File: src/rtl/rau_pkg.sv
// ----------------------------------------------------------------------------
// rau_pkg
// Shared types, constants and the micro-program of the rational arithmetic unit.
// ----------------------------------------------------------------------------
package rau_pkg;

	localparam int W        = 32;
	localparam int QDEPTH   = 2;
	localparam int PROG_LEN = 31;
	localparam int PC_W     = $clog2(PROG_LEN);
	localparam int CNT_W    = $clog2(W + 1);
	localparam int K_W      = $clog2(W);
	localparam int QPTR_W   = (QDEPTH > 1) ? $clog2(QDEPTH) : 1;
	localparam int QCNT_W   = $clog2(QDEPTH + 1);

	localparam int IN_TDATA_W  = ((4 * W + 7) / 8) * 8;
	localparam int OUT_TDATA_W = ((2 * W + 7) / 8) * 8;

	localparam logic [1:0] OP_ADD = 2'd0;
	localparam logic [1:0] OP_SUB = 2'd1;
	localparam logic [1:0] OP_MUL = 2'd2;
	localparam logic [1:0] OP_DIV = 2'd3;

	localparam logic [1:0] ERR_NONE = 2'd0;
	localparam logic [1:0] ERR_DIV0 = 2'd1;
	localparam logic [1:0] ERR_OVF  = 2'd2;

	localparam logic [PC_W-1:0] PC_LIN = PC_W'(0);
	localparam logic [PC_W-1:0] PC_MUL = PC_W'(13);
	localparam logic [PC_W-1:0] PC_DIV = PC_W'(20);

	localparam logic [CNT_W-1:0]  DIV_STEPS = CNT_W'(W);
	localparam logic [QPTR_W-1:0] QLAST     = QPTR_W'(QDEPTH - 1);
	localparam logic [QCNT_W-1:0] QFULL     = QCNT_W'(QDEPTH);

	localparam logic signed [W-1:0] MIN_VAL = {1'b1, {(W - 1){1'b0}}};
	localparam logic [2*W-1:0] MAG_NEG = (2 * W)'(1) << (W - 1);
	localparam logic [2*W-1:0] MAG_POS = MAG_NEG - (2 * W)'(1);

	typedef enum logic [2:0] {K_MUL, K_DIV, K_GCD, K_ADD, K_FIX, K_END} kind_t;
	typedef enum logic [2:0] {R_AN, R_AD, R_BN, R_BD, R_T0, R_T1, R_T2} reg_t;

	typedef struct packed {
		kind_t kind;
		reg_t  a;
		reg_t  b;
		reg_t  d;
	} uop_t;

	typedef struct packed {
		logic                   sub;
		logic [PC_W-1:0]        entry;
		logic signed [W-1:0]    a_num;
		logic signed [W-1:0]    a_den;
		logic signed [W-1:0]    b_num;
		logic signed [W-1:0]    b_den;
	} item_t;

	function automatic uop_t mk(input kind_t k, input reg_t a, input reg_t b, input reg_t d);
		uop_t u;
		u.kind = k;
		u.a    = a;
		u.b    = b;
		u.d    = d;
		return u;
	endfunction

	// t0 holds the denominator side, t1 the numerator side, t2 scratch / gcd
	function automatic uop_t rom(input logic [PC_W-1:0] pc);
		uop_t u;
		case (pc)
			// add / subtract over the lcm
			PC_W'(0):  u = mk(K_MUL, R_AD, R_BD, R_T0);
			PC_W'(1):  u = mk(K_GCD, R_AD, R_BD, R_T1);
			PC_W'(2):  u = mk(K_DIV, R_T0, R_T1, R_T0);
			PC_W'(3):  u = mk(K_DIV, R_T0, R_AD, R_T1);
			PC_W'(4):  u = mk(K_MUL, R_AN, R_T1, R_T1);
			PC_W'(5):  u = mk(K_DIV, R_T0, R_BD, R_T2);
			PC_W'(6):  u = mk(K_MUL, R_BN, R_T2, R_T2);
			PC_W'(7):  u = mk(K_ADD, R_T1, R_T2, R_T1);
			PC_W'(8):  u = mk(K_GCD, R_T1, R_T0, R_T2);
			PC_W'(9):  u = mk(K_DIV, R_T1, R_T2, R_T1);
			PC_W'(10): u = mk(K_DIV, R_T0, R_T2, R_T0);
			PC_W'(11): u = mk(K_FIX, R_T1, R_T0, R_T1);
			PC_W'(12): u = mk(K_END, R_T1, R_T0, R_T1);
			// multiply
			PC_W'(13): u = mk(K_MUL, R_AN, R_BN, R_T1);
			PC_W'(14): u = mk(K_MUL, R_AD, R_BD, R_T0);
			PC_W'(15): u = mk(K_GCD, R_T1, R_T0, R_T2);
			PC_W'(16): u = mk(K_DIV, R_T1, R_T2, R_T1);
			PC_W'(17): u = mk(K_DIV, R_T0, R_T2, R_T0);
			PC_W'(18): u = mk(K_FIX, R_T1, R_T0, R_T1);
			PC_W'(19): u = mk(K_END, R_T1, R_T0, R_T1);
			// divide: reduce the inverted right operand, then multiply
			PC_W'(20): u = mk(K_GCD, R_BD, R_BN, R_T2);
			PC_W'(21): u = mk(K_DIV, R_BD, R_T2, R_T1);
			PC_W'(22): u = mk(K_DIV, R_BN, R_T2, R_T0);
			PC_W'(23): u = mk(K_FIX, R_T1, R_T0, R_T1);
			PC_W'(24): u = mk(K_MUL, R_AN, R_T1, R_T1);
			PC_W'(25): u = mk(K_MUL, R_AD, R_T0, R_T0);
			PC_W'(26): u = mk(K_GCD, R_T1, R_T0, R_T2);
			PC_W'(27): u = mk(K_DIV, R_T1, R_T2, R_T1);
			PC_W'(28): u = mk(K_DIV, R_T0, R_T2, R_T0);
			PC_W'(29): u = mk(K_FIX, R_T1, R_T0, R_T1);
			default:   u = mk(K_END, R_T1, R_T0, R_T1);
		endcase
		return u;
	endfunction

	function automatic logic [W-1:0] mag(input logic signed [W-1:0] v);
		return v[W-1] ? W'(-v) : W'(v);
	endfunction

	function automatic logic [OUT_TDATA_W-1:0] pack_out(input logic [W-1:0] num,
		input logic [W-1:0] den);
		return OUT_TDATA_W'({den, num});
	endfunction

endpackage

File: src/rtl/rational_arithmetic_unit.sv
// ----------------------------------------------------------------------------
// rational_arithmetic_unit
// Adds, subtracts, multiplies or divides two fractions and returns the
// reduced fraction with an error code.
// ----------------------------------------------------------------------------
// One result per transaction. An item that runs to the end passes through the whole
// micro-program in the execution sequencer; a fault ends it early. Each divide runs
// in the bit-serial restoring divider (add/subtract use five, multiply two, divide
// four), each gcd in the binary gcd loop (two for add/subtract, one for multiply,
// two for divide), and each multiply in the shared multiplier. The input stage and
// a two-entry queue accept up to three further items while one executes, and a
// finished result waits in the output register without holding up the next item's
// work.
// ----------------------------------------------------------------------------
module rational_arithmetic_unit (
	input  logic                              clk,
	input  logic                              arst_n,
	input  logic                              s_tvalid,
	output logic                              s_tready,
	input  logic [rau_pkg::IN_TDATA_W-1:0]    s_tdata,  // a_num, a_den, b_num, b_den
	input  logic [1:0]                        s_tuser,  // op
	output logic                              m_tvalid,
	input  logic                              m_tready,
	output logic [rau_pkg::OUT_TDATA_W-1:0]   m_tdata,  // res_num, res_den
	output logic [1:0]                        m_tuser   // error
);

	logic           f_valid, f_ready;
	rau_pkg::item_t f_item;
	logic           q_valid, q_ready;
	rau_pkg::item_t q_item;

	rau_front u_front (
		.clk        (clk),
		.arst_n     (arst_n),
		.s_tvalid   (s_tvalid),
		.s_tready   (s_tready),
		.s_tdata    (s_tdata),
		.s_tuser    (s_tuser),
		.item_valid (f_valid),
		.item_ready (f_ready),
		.item       (f_item)
	);

	rau_queue u_queue (
		.clk        (clk),
		.arst_n     (arst_n),
		.push_valid (f_valid),
		.push_ready (f_ready),
		.push_item  (f_item),
		.pop_valid  (q_valid),
		.pop_ready  (q_ready),
		.pop_item   (q_item)
	);

	rau_back u_back (
		.clk      (clk),
		.arst_n   (arst_n),
		.q_valid  (q_valid),
		.q_ready  (q_ready),
		.q_item   (q_item),
		.m_tvalid (m_tvalid),
		.m_tready (m_tready),
		.m_tdata  (m_tdata),
		.m_tuser  (m_tuser)
	);

endmodule

File: src/rtl/rau_front.sv
// ----------------------------------------------------------------------------
// rau_front
// Input stage: takes a transaction, decodes the operation into a program entry.
// ----------------------------------------------------------------------------
module rau_front (
	input  logic                             clk,
	input  logic                             arst_n,
	input  logic                             s_tvalid,
	output logic                             s_tready,
	input  logic [rau_pkg::IN_TDATA_W-1:0]   s_tdata,  // a_num, a_den, b_num, b_den
	input  logic [1:0]                       s_tuser,  // op
	output logic                             item_valid,
	input  logic                             item_ready,
	output rau_pkg::item_t                   item
);

	logic           valid_s1;
	rau_pkg::item_t item_s1;
	rau_pkg::item_t dec;

	assign s_tready   = !valid_s1 || item_ready;
	assign item_valid = valid_s1;
	assign item       = item_s1;

	always_comb begin
		dec.a_num = s_tdata[rau_pkg::W-1:0];
		dec.a_den = s_tdata[2*rau_pkg::W-1:rau_pkg::W];
		dec.b_num = s_tdata[3*rau_pkg::W-1:2*rau_pkg::W];
		dec.b_den = s_tdata[4*rau_pkg::W-1:3*rau_pkg::W];
		unique case (s_tuser)
			rau_pkg::OP_ADD: begin
				dec.sub   = 1'b0;
				dec.entry = rau_pkg::PC_LIN;
			end
			rau_pkg::OP_SUB: begin
				dec.sub   = 1'b1;
				dec.entry = rau_pkg::PC_LIN;
			end
			rau_pkg::OP_MUL: begin
				dec.sub   = 1'b0;
				dec.entry = rau_pkg::PC_MUL;
			end
			default: begin
				dec.sub   = 1'b0;
				dec.entry = rau_pkg::PC_DIV;
			end
		endcase
	end

	always_ff @(posedge clk or negedge arst_n) begin
		if (!arst_n) begin
			valid_s1 <= 1'b0;
		end else if (s_tvalid && s_tready) begin
			valid_s1 <= 1'b1;
		end else if (item_ready) begin
			valid_s1 <= 1'b0;
		end
	end

	always_ff @(posedge clk) begin
		if (s_tvalid && s_tready) begin
			item_s1 <= dec;
		end
	end

endmodule

File: src/rtl/rau_queue.sv
// ----------------------------------------------------------------------------
// rau_queue
// Short fifo between the input stage and the execution sequencer.
// ----------------------------------------------------------------------------
module rau_queue (
	input  logic           clk,
	input  logic           arst_n,
	input  logic           push_valid,
	output logic           push_ready,
	input  rau_pkg::item_t push_item,
	output logic           pop_valid,
	input  logic           pop_ready,
	output rau_pkg::item_t pop_item
);

	rau_pkg::item_t                mem_q [rau_pkg::QDEPTH];
	logic [rau_pkg::QPTR_W-1:0]    wp_q;
	logic [rau_pkg::QPTR_W-1:0]    rp_q;
	logic [rau_pkg::QCNT_W-1:0]    cnt_q;
	logic                          push;
	logic                          pop;

	assign push_ready = (cnt_q != rau_pkg::QFULL);
	assign pop_valid  = (cnt_q != '0);
	assign pop_item   = mem_q[rp_q];
	assign push       = push_valid && push_ready;
	assign pop        = pop_valid && pop_ready;

	always_ff @(posedge clk or negedge arst_n) begin
		if (!arst_n) begin
			wp_q  <= '0;
			rp_q  <= '0;
			cnt_q <= '0;
		end else begin
			if (push) begin
				wp_q <= (wp_q == rau_pkg::QLAST) ? '0 : wp_q + 1'b1;
			end
			if (pop) begin
				rp_q <= (rp_q == rau_pkg::QLAST) ? '0 : rp_q + 1'b1;
			end
			if (push && !pop) begin
				cnt_q <= cnt_q + 1'b1;
			end else if (pop && !push) begin
				cnt_q <= cnt_q - 1'b1;
			end
		end
	end

	always_ff @(posedge clk) begin
		if (push) begin
			mem_q[wp_q] <= push_item;
		end
	end

endmodule

File: src/rtl/rau_back.sv
// ----------------------------------------------------------------------------
// rau_back
// Execution sequencer: runs the micro-program on a shared multiplier,
// restoring divider and binary gcd unit, then holds the result for output.
// ----------------------------------------------------------------------------
module rau_back (
	input  logic                              clk,
	input  logic                              arst_n,
	input  logic                              q_valid,
	output logic                              q_ready,
	input  rau_pkg::item_t                    q_item,
	output logic                              m_tvalid,
	input  logic                              m_tready,
	output logic [rau_pkg::OUT_TDATA_W-1:0]   m_tdata,  // res_num, res_den
	output logic [1:0]                        m_tuser   // error
);

	typedef enum logic [3:0] {
		S_IDLE  = 4'b0001,
		S_ISSUE = 4'b0010,
		S_EXEC  = 4'b0100,
		S_DONE  = 4'b1000
	} state_t;

	state_t state_q;

	logic signed [rau_pkg::W-1:0] an_q, ad_q, bn_q, bd_q, t0_q, t1_q, t2_q;
	logic                         sub_q;
	logic [rau_pkg::PC_W-1:0]     pc_q;
	logic [1:0]                   fault_q;
	rau_pkg::kind_t               kind_q;
	rau_pkg::reg_t                dst_q;
	logic                         neg_q;
	logic [2*rau_pkg::W-1:0]      prod_q;
	logic [rau_pkg::W-1:0]        dq_q, dr_q, dy_q;
	logic [rau_pkg::CNT_W-1:0]    cnt_q;
	logic [rau_pkg::W-1:0]        gx_q, gy_q;
	logic [rau_pkg::K_W-1:0]      gk_q;
	logic                         m_tvalid_q;
	logic [rau_pkg::OUT_TDATA_W-1:0] m_tdata_q;
	logic [1:0]                   m_tuser_q;

	rau_pkg::uop_t                uop;
	logic signed [rau_pkg::W-1:0] opx, opy;
	logic signed [rau_pkg::W:0]   sum_w;
	logic                         go_exec;
	logic                         adv;
	logic                         wr_en;
	logic [rau_pkg::W-1:0]        wr_val;
	rau_pkg::reg_t                wr_sel;
	logic [1:0]                   flt;
	logic                         fix_en;
	logic [rau_pkg::W:0]          rem_sh, rem_diff;
	logic                         rem_ge;
	logic                         out_load;

	assign uop      = rau_pkg::rom(pc_q);
	assign q_ready  = (state_q == S_IDLE);
	assign m_tvalid = m_tvalid_q;
	assign m_tdata  = m_tdata_q;
	assign m_tuser  = m_tuser_q;
	assign out_load = (state_q == S_DONE) && (!m_tvalid_q || m_tready);

	always_comb begin
		case (uop.a)
			rau_pkg::R_AN: opx = an_q;
			rau_pkg::R_AD: opx = ad_q;
			rau_pkg::R_BN: opx = bn_q;
			rau_pkg::R_BD: opx = bd_q;
			rau_pkg::R_T0: opx = t0_q;
			rau_pkg::R_T1: opx = t1_q;
			rau_pkg::R_T2: opx = t2_q;
			default:       opx = '0;
		endcase
		case (uop.b)
			rau_pkg::R_AN: opy = an_q;
			rau_pkg::R_AD: opy = ad_q;
			rau_pkg::R_BN: opy = bn_q;
			rau_pkg::R_BD: opy = bd_q;
			rau_pkg::R_T0: opy = t0_q;
			rau_pkg::R_T1: opy = t1_q;
			rau_pkg::R_T2: opy = t2_q;
			default:       opy = '0;
		endcase
	end

	assign sum_w = sub_q ? ({opx[rau_pkg::W-1], opx} - {opy[rau_pkg::W-1], opy})
	                     : ({opx[rau_pkg::W-1], opx} + {opy[rau_pkg::W-1], opy});

	// one restoring division step
	assign rem_sh   = {dr_q, dq_q[rau_pkg::W-1]};
	assign rem_ge   = rem_sh >= {1'b0, dy_q};
	assign rem_diff = rem_sh - {1'b0, dy_q};

	always_comb begin
		go_exec = 1'b0;
		adv     = 1'b0;
		wr_en   = 1'b0;
		wr_val  = '0;
		flt     = rau_pkg::ERR_NONE;
		fix_en  = 1'b0;
		wr_sel  = dst_q;
		if (state_q == S_ISSUE && fault_q == rau_pkg::ERR_NONE) begin
			wr_sel = uop.d;
			case (uop.kind)
				rau_pkg::K_MUL: go_exec = 1'b1;
				rau_pkg::K_DIV: begin
					if (opy == '0) begin
						flt = rau_pkg::ERR_DIV0;
						adv = 1'b1;
					end else begin
						go_exec = 1'b1;
					end
				end
				rau_pkg::K_GCD: begin
					if (opx == rau_pkg::MIN_VAL || opy == rau_pkg::MIN_VAL) begin
						flt = rau_pkg::ERR_OVF;
						adv = 1'b1;
					end else begin
						go_exec = 1'b1;
					end
				end
				rau_pkg::K_ADD: begin
					adv = 1'b1;
					if (sum_w[rau_pkg::W] != sum_w[rau_pkg::W-1]) begin
						flt = rau_pkg::ERR_OVF;
					end else begin
						wr_en  = 1'b1;
						wr_val = sum_w[rau_pkg::W-1:0];
					end
				end
				rau_pkg::K_FIX: begin
					adv = 1'b1;
					if (t1_q[rau_pkg::W-1] && t0_q[rau_pkg::W-1]) begin
						if (t1_q == rau_pkg::MIN_VAL || t0_q == rau_pkg::MIN_VAL) begin
							flt = rau_pkg::ERR_OVF;
						end else begin
							fix_en = 1'b1;
						end
					end
				end
				default: ;
			endcase
		end else if (state_q == S_EXEC) begin
			case (kind_q)
				rau_pkg::K_MUL: begin
					adv = 1'b1;
					if (prod_q > (neg_q ? rau_pkg::MAG_NEG : rau_pkg::MAG_POS)) begin
						flt = rau_pkg::ERR_OVF;
					end else begin
						wr_en  = 1'b1;
						wr_val = neg_q ? -prod_q[rau_pkg::W-1:0] : prod_q[rau_pkg::W-1:0];
					end
				end
				rau_pkg::K_DIV: begin
					if (cnt_q == rau_pkg::DIV_STEPS) begin
						adv = 1'b1;
						if (!neg_q && dq_q[rau_pkg::W-1]) begin
							flt = rau_pkg::ERR_OVF;
						end else begin
							wr_en  = 1'b1;
							wr_val = neg_q ? -dq_q : dq_q;
						end
					end
				end
				rau_pkg::K_GCD: begin
					if (gx_q == '0) begin
						adv    = 1'b1;
						wr_en  = 1'b1;
						wr_val = gy_q << gk_q;
					end else if (gy_q == '0) begin
						adv    = 1'b1;
						wr_en  = 1'b1;
						wr_val = gx_q << gk_q;
					end
				end
				default: adv = 1'b1;
			endcase
		end
	end

	always_ff @(posedge clk or negedge arst_n) begin
		if (!arst_n) begin
			state_q    <= S_IDLE;
			m_tvalid_q <= 1'b0;
		end else begin
			if (out_load) begin
				m_tvalid_q <= 1'b1;
			end else if (m_tready) begin
				m_tvalid_q <= 1'b0;
			end
			unique case (state_q)
				S_IDLE: begin
					if (q_valid) begin
						state_q <= S_ISSUE;
					end
				end
				S_ISSUE: begin
					if (fault_q != rau_pkg::ERR_NONE || uop.kind == rau_pkg::K_END) begin
						state_q <= S_DONE;
					end else if (go_exec) begin
						state_q <= S_EXEC;
					end
				end
				S_EXEC: begin
					if (adv) begin
						state_q <= S_ISSUE;
					end
				end
				S_DONE: begin
					if (out_load) begin
						state_q <= S_IDLE;
					end
				end
				default: state_q <= S_IDLE;
			endcase
		end
	end

	always_ff @(posedge clk) begin
		if (state_q == S_IDLE && q_valid) begin
			an_q    <= q_item.a_num;
			ad_q    <= q_item.a_den;
			bn_q    <= q_item.b_num;
			bd_q    <= q_item.b_den;
			sub_q   <= q_item.sub;
			pc_q    <= q_item.entry;
			fault_q <= rau_pkg::ERR_NONE;
		end
		if (flt != rau_pkg::ERR_NONE) begin
			fault_q <= flt;
		end
		if (adv) begin
			pc_q <= pc_q + 1'b1;
		end
		if (wr_en) begin
			case (wr_sel)
				rau_pkg::R_T0: t0_q <= wr_val;
				rau_pkg::R_T1: t1_q <= wr_val;
				rau_pkg::R_T2: t2_q <= wr_val;
				default: ;
			endcase
		end
		if (fix_en) begin
			t1_q <= -t1_q;
			t0_q <= -t0_q;
		end
		if (go_exec) begin
			kind_q <= uop.kind;
			dst_q  <= uop.d;
			neg_q  <= opx[rau_pkg::W-1] ^ opy[rau_pkg::W-1];
			prod_q <= rau_pkg::mag(opx) * rau_pkg::mag(opy);
			dq_q   <= rau_pkg::mag(opx);
			dy_q   <= rau_pkg::mag(opy);
			dr_q   <= '0;
			cnt_q  <= '0;
			gx_q   <= rau_pkg::mag(opx);
			gy_q   <= rau_pkg::mag(opy);
			gk_q   <= '0;
		end
		if (state_q == S_EXEC && kind_q == rau_pkg::K_DIV && cnt_q != rau_pkg::DIV_STEPS) begin
			dr_q  <= rem_ge ? rem_diff[rau_pkg::W-1:0] : rem_sh[rau_pkg::W-1:0];
			dq_q  <= {dq_q[rau_pkg::W-2:0], rem_ge};
			cnt_q <= cnt_q + 1'b1;
		end
		// binary gcd: strip common twos, then halve or subtract odd values
		if (state_q == S_EXEC && kind_q == rau_pkg::K_GCD && gx_q != '0 && gy_q != '0) begin
			if (!gx_q[0] && !gy_q[0]) begin
				gx_q <= gx_q >> 1;
				gy_q <= gy_q >> 1;
				gk_q <= gk_q + 1'b1;
			end else if (!gx_q[0]) begin
				gx_q <= gx_q >> 1;
			end else if (!gy_q[0]) begin
				gy_q <= gy_q >> 1;
			end else if (gx_q >= gy_q) begin
				gx_q <= (gx_q - gy_q) >> 1;
			end else begin
				gy_q <= (gy_q - gx_q) >> 1;
			end
		end
		if (out_load) begin
			m_tuser_q <= fault_q;
			if (fault_q != rau_pkg::ERR_NONE) begin
				m_tdata_q <= '0;
			end else begin
				m_tdata_q <= rau_pkg::pack_out(t1_q, t0_q);
			end
		end
	end

endmodule

File: config.mk
export PLATFORM = sky130hd
export DESIGN_NAME = rational_arithmetic_unit
export DESIGN_NICKNAME = d
export VERILOG_FILES = /design/src/rtl/rau_pkg.sv /design/src/rtl/rational_arithmetic_unit.sv /design/src/rtl/rau_front.sv /design/src/rtl/rau_queue.sv /design/src/rtl/rau_back.sv
export SDC_FILE = /design/constraint.sdc
export NUM_CORES = 2
export LEC_CHECK = 0
export BUFFER_PORTS_ARGS = -buffer_cell sky130_fd_sc_hd__clkbuf_2
export CORE_MARGIN = 4
export CORE_UTILIZATION = 28
export CTS_CLUSTER_DIAMETER = 150
export DETAILED_ROUTE_END_ITERATION = 6
export PLACE_DENSITY = 0.48
export SETUP_SLACK_MARGIN = 0.4
export SYNTH_ARGS = -nofsm -noshare
export SYNTH_HDL_FRONTEND = slang
export SYNTH_HIERARCHICAL = 1
export SYNTH_SLANG_ARGS = --single-unit
File: constraint.sdc
create_clock -name clk -period 22.2 [get_ports clk]
set_clock_uncertainty 0.15 [all_clocks]
set_input_delay 1.11 -clock clk [delete_from_list [all_inputs] [get_ports clk]]
set_output_delay 1.11 -clock clk [all_outputs]
set_load 0.02 [all_outputs]
==> Word level (Yosys, flattened, before mapping) <==
Memories as Yosys holds them, arrays and structs flattened. A register that Yosys moved wholly into a read port is not among the register bits.
Cells that the tools add are included.
{ "op_classes": {"add_sub_neg": 18, "multipliers": 1, "n_lt_le_gt_ge": 3, "n_eq_ne": 40, "n_shift": 2, "muxes": 106, "bitwise_logic": 1, "reduce_logical": 55} }
{ "op_table": {"columns": ["op", "n"], "rows": [
  ["32-bit 2-to-1 mux", 37],
  ["32-bit one-hot mux with 7 select lines", 2],
  ["32-bit negator", 6],
  ["32-bit == test, second input constant", 4],
  ["32-bit logical NOT", 3],
  ["32-bit one-hot mux with 3 select lines", 1],
  ["32-bit subtractor", 3],
  ["64-bit > comparator", 1],
  ["32-bit by 32-bit multiplier with 64-bit output", 1],
  ["32-bit nonzero test", 2],
  ["32-bit by 5-bit << shifter with 32-bit output", 2],
  ["32-bit by 32-bit adder with 33-bit output", 1],
  ["3-bit == test, second input constant", 11],
  ["33-bit by 32-bit greater-or-equal comparator with 1-bit output", 1],
  ["33-bit 2-to-1 mux", 1],
  ["32-bit by 32-bit subtractor with 33-bit output", 1],
  ["32-bit greater-or-equal comparator", 1],
  ["1-bit 2-to-1 mux", 30],
  ["5-bit 2-to-1 mux", 6],
  ["2-bit 2-to-1 mux", 13],
  ["2-bit nonzero test", 12],
  ["3-bit by 2-bit == test with 1-bit output, second input constant", 7],
  ["4-bit 2-to-1 mux", 5],
  ["6-bit one-hot mux with 3 select lines", 1],
  ["other kinds (34)", 74]
]} }
{ "word_totals": {"ff_bits": 684, "mem_bits_rw": 268, "mem_bits_ro": 352, "input_bits": 134, "n_memories": 2} }
{ "memory_table": {"columns": ["memory", "words", "width", "rd", "rd_ports_with_merged_regs", "wr", "line", "source"], "rows": [
  ["(no name shown)", 32, 11, 1, 1, 0, "rau_pkg.sv:71", "case (pc)"],
  ["u_queue.mem_q", 2, 134, 1, 0, 1, "rau_queue.sv:16", "rau_pkg::item_t mem_q [rau_pkg::QDEPTH];"]
]} }

==> Longest topological paths before layout <==
{ "logic_depth": {"depth_word": 13, "ltp_mapped": 49, "ltp_nobuf": 41} }

==> Cells and area by module <==
The synthesis kept the hierarchy.
{ "by_module_without_submodules": {"columns": ["module", "n_inst", "cells_per_inst", "area_per_inst_um2", "seq_area_each_um2"], "rows": [
  ["rau_back", 1, 7836, 71563.6, 15841.4],
  ["rau_queue", 1, 435, 10057.1, 8147.8],
  ["rau_front", 1, 143, 4058.9, 3988.8]
]} }

==> Worst setup path after synthesis <==
Ideal clock, no wire load.
{ "synth_path": {"path_kind": "flip-flop to flip-flop", "from": "reg u_back/uop[4] (netlist name)", "to": "reg u_back/prod_q[62] in the netlist's numbering (data pin)", "setup_time_ns": 0.259, "arrival_ns": 11.160, "required_ns": 21.791, "setup_slack_ns": 10.631, "stages_incl_launch_ff": 47, "cell_sequence": "dfxtp_1 buf_6 buf_12 buf_6 buf_6 buf_2 mux2_2 a22oi_1 or2_2 and2_1 clkbuf_1 ha_1 nor2b_1 nand4_1 or4_1 buf_2 or3_1 nand3b_1 [... 11 more ...] fa_1 fa_1 inv_1 fa_1 inv_1 ha_1 a21o_1 a21o_1 a21o_1 a21o_1 a21o_1 a311o_1 o21ai_0 a22oi_1 a22oi_1 o21ai_0 a41oi_1 xnor2_1"} }
{ "synth_via": {"elab_chain_len": 5} }
{ "synth_lines": {"columns": ["item", "line", "source"], "rows": [
  ["3-bit == test, or another cell as far along", "rau_back.sv:75", "case (uop.b)"],
  ["32-bit one-hot mux with 7 select lines *", "rau_back.sv:75", null],
  ["32-bit negator", "rau_pkg.sv:111", "return v[W-1] ? W'(-v) : W'(v);"],
  ["32-bit 2-to-1 mux *", "rau_pkg.sv:111", null],
  ["32-bit by 32-bit multiplier with 64-bit output *", "rau_back.sv:252", "prod_q <= rau_pkg::mag(opx) * rau_pkg::mag(opy);"],
  ["to (signal assigned)", "rau_back.sv:252", null],
  ["to (decl)", "rau_back.sv:34", "logic [2*rau_pkg::W-1:0] prod_q;"]
]} }
Every way passes the cells marked *; elsewhere a longest branch is shown, timed or not.
A chain may end at the register's enable or synchronous reset.

==> Worst setup path after layout <==
{ "layout_path": {"from": "reg u_back/uop[4] (netlist name)", "to": "reg u_back/prod_q[63] in the netlist's numbering (data pin)"} }
{ "layout_via": {"elab_chain_len": 5} }
{ "layout_lines": {"columns": ["item", "line"], "rows": [
  ["3-bit == test, or another cell as far along", "rau_back.sv:75"],
  ["32-bit one-hot mux with 7 select lines *", "rau_back.sv:75"],
  ["32-bit negator", "rau_pkg.sv:111"],
  ["32-bit 2-to-1 mux *", "rau_pkg.sv:111"],
  ["32-bit by 32-bit multiplier with 64-bit output *", "rau_back.sv:252"]
]} }
Marked as above.

==> results_dict.tcl <==
set metrics [dict create \
    status "completed" \
    grt_util_met2_pct 31.74 \
    hold_buffers 0 \
    core_area_um2 303800 \
    post_cts_buffers 0 \
    die_h_um 561.2 \
    gr-total-overflow 0 \
    hold_path_class "input port to async pin" \
    cap_violations 0 \
    slew_headroom_pct 16.29 \
    grt_setup_unrepaired "false" \
    synth-seq-cells 960 \
    tns_ps 0 \
    worstSetupEndpointType "flip-flop" \
    fp.dieW_um 561.2 \
    clock_path_buffers 3 \
    cts_buffers 110 \
    final_core_util_pct 31.51 \
    clock_latency_ps 820 \
    slowest_stage "nor2b_2" \
    synth_area_um2 85680 \
    antenna_found_initial 19 \
    cts_sinks 960 \
    drc 0 \
    nets 9966 \
    stdcell_area_um2 95730 \
    synth_edf_count 870 \
    cts-root-buf "clkbuf_16" \
    synth_area_per_cell_um2 10.18 \
    hold_viol 0 \
    worst_pin_slew_ps 1250 \
    start_util_pct 28.20 \
    post_cts_resized 0 \
    start_kind "flip-flop" \
    dpl_cell_area_um2 92030 \
    cts_max_level 3 \
    io_buffers 201 \
    grt_max_degree 93 \
    fin_crit_ps 14450 \
    post-route-period-util_pct 65.11 \
    clkSlewWorstSetupHoldPaths_ps 60 \
    path_class "flip-flop to flip-flop" \
    row_count 202 \
    areaGrowthSynthToFinish_pct 11.73 \
    worstPathMaxFanout 56 \
    grt_util_all_layers_pct 20.60 \
    dpl_worst_slack_ps 8057 \
    n_fill_cell 31420 \
    cp.required_ps 22500 \
    maxSlewViolCount 0 \
    met3_usage_pct 4.072 \
    gp_congestion 0.9411 \
    grt_pass1_vias 66440 \
    max_freq_mhz 69.18 \
    io_pins 202 \
    ys_seq_area_share_pct 32.65 \
    die_area_um2 314900 \
    use_met1_pct 28.68 \
    yosys_warnings 6 \
    yosysUniqueCellTypes 124 \
    ant_nets 0 \
    wl_mm 330.2 \
    arrival_ps 14750 \
    cts_tree "done" \
    syn_inst 8414 \
    async_flop_share_pct 1.042 \
    synthFlopType "edfxtp_1" \
    dr.pass1.iters 6 \
    layout-drive-gt1-share_pct 10.86 \
    cp_slowest_stage_delay_ps 1140 \
    grt-busiest-layer "met2" \
    syn_nets 9893 \
    worst_slack_ps 7746 \
    crit_path_frequent_cell "fa_1" \
    via_per_inst 5.115 \
    routedWlPerCell_um 26.06 \
    hpwlAfterDp_mm 243.4 \
    grt_pass1_wl_mm 478.3 \
    drt_iter0_markers 6866 \
    vias 64820 \
    setup_viol 0 \
]
## worst max-delay path, delay by kind of cell, from the launching register on
kind,cells,cell delay (ps)
AO/OA/AOI/OAI,7,2560
XOR/XNOR,1,150
adder cells (fa/ha/maj),10,4690
buffers and inverters,4,1810
flip-flops,1,310
AND/OR/NAND/NOR,15,4270
## sequential cells by signal, indices dropped and copies added, names as in the netlist, 64 cells and up
| signal | flops |
|---|---|
| u_queue/mem_q | 268 |
| u_front/item | 132 |
| u_back/m_tdata | 64 |
| u_back/prod_q | 64 |
## final timing paths
path	cells past startpoint	startpoint	slack, ps	endpoint
max in group asynchronous	1	arst_n	21540	u_back/state_q[0]
min in group clk	0	u_front/item[112]	260	u_queue/mem_q[1][112]
worst max register to register	37	u_back/uop[4]	7750	u_back/prod_q[63]
worst max-delay path	37	u_back/uop[4]	7750	u_back/prod_q[63]
worst min-delay path	1	arst_n	80	u_back/state_q[3]
worst min register to register	0	u_front/item[112]	260	u_queue/mem_q[1][112]
## cells in the mapped netlist (15+ instances only)
cell type | instances | area (um^2)
o21a_1 | 35 | 262.8
nor2_1 | 922 | 3461
nand2_1 | 796 | 2988
xor2_1 | 147 | 1287
mux2_2 | 111 | 1250
dfxtp_1 | 80 | 1602
clkinv_1 | 28 | 105.1
or4_1 | 22 | 165.2
a22oi_1 | 68 | 510.5
nand3_1 | 67 | 335.3
a31oi_1 | 47 | 294.0
a21oi_1 | 311 | 1556
o221ai_1 | 57 | 499.2
nor3_1 | 88 | 440.4
ha_1 | 445 | 5568
buf_2 | 40 | 200.2
o211ai_1 | 29 | 217.7
mux2i_1 | 210 | 2102
a221oi_1 | 27 | 236.5
o21bai_1 | 31 | 232.7
or3_1 | 22 | 137.6
clkbuf_1 | 309 | 1160
fa_1 | 900 | 18020
or2_2 | 28 | 175.2
o31ai_1 | 31 | 232.7
a211oi_1 | 49 | 367.9
a21o_1 | 134 | 1006
edfxtp_1 | 870 | 26130
a221o_1 | 45 | 450.4
nand4_1 | 41 | 256.5
mux2_4 | 53 | 795.8
buf_6 | 31 | 349.1
and2_1 | 107 | 669.4
inv_1 | 1158 | 4347
nor4_1 | 55 | 344.1
buf_1 | 15 | 56.30
and3_1 | 42 | 262.8
o21ai_0 | 269 | 1346
nor2b_1 | 49 | 306.5
xnor2_1 | 265 | 2321
nand2b_1 | 61 | 381.6
o22ai_1 | 39 | 244.0
## stage by stage
step	hold slack, ps	instances
finish	77.24	12670
global route	50.57	12670
CTS	24.70	12660
detailed placement	279.6	12460
global placement	278.2	12460
floorplan	259.5	8414
## cells in the final DEF (no fill, tap or decap), types with 44 or more instances in the layout
master     instances
a31oi_1           47
xor2_1           129
a22oi_1           68
and2_1           107
a211oi_1          48
edfxtp_1         870
mux2_2           111
a221o_1           45
xnor2_1          207
nor4_1            55
mux2_4            53
fa_1             900
nor2b_1           45
o221ai_1          57
nand3_1           67
o21ai_0          267
clkinv_1          44
dfxtp_1           72
mux2i_1          210
a21o_1           134
ha_1             445
nand2b_1          61
nand2_1          794
buf_4            172
nor3_1            85
clkbuf_16        112
a21oi_1          311
xnor2_2           51
clkbuf_2         201
nor2_1           917
inv_1           1157
## logic make-up after synthesis
| family | after synthesis | share of synthesized area, % |
|---|---|---|
| XOR/XNOR | 415 | 4.269 |
| flip-flops | 960 | 32.65 |
| AO/OA/AOI/OAI | 1314 | 10.27 |
| adder cells (fa/ha/maj) | 1345 | 27.53 |
| buffers and inverters | 1600 | 7.472 |
| multiplexers | 396 | 5.317 |
| AND/OR/NAND/NOR | 2383 | 12.48 |
| other | 1 | 0.004377 |
## routing by layer
layer  routed length, um  part of all wire (%)
met2              145300                    44
met1              145100                    44
met4               13640                   4.1
met5                   0                     0
met3               26190                   7.9
## area by class of cell
cell class	count	area [um^2]	area share (%)
inverters	1188	4469	4.669
multi-input cells	5854	52160	54.48
clock buffers	139	2954	3.086
well taps	4080	5105	5.333
flip-flops and latches	960	28000	29.25
diodes	7	17.52	0.01830
clock inverters	70	728.2	0.7607
repair buffers	373	2297	2.400
Power is left out: the tool's default activity adds up to more than one toggle a clock period on the data nets, which glitch-free logic cannot reach.
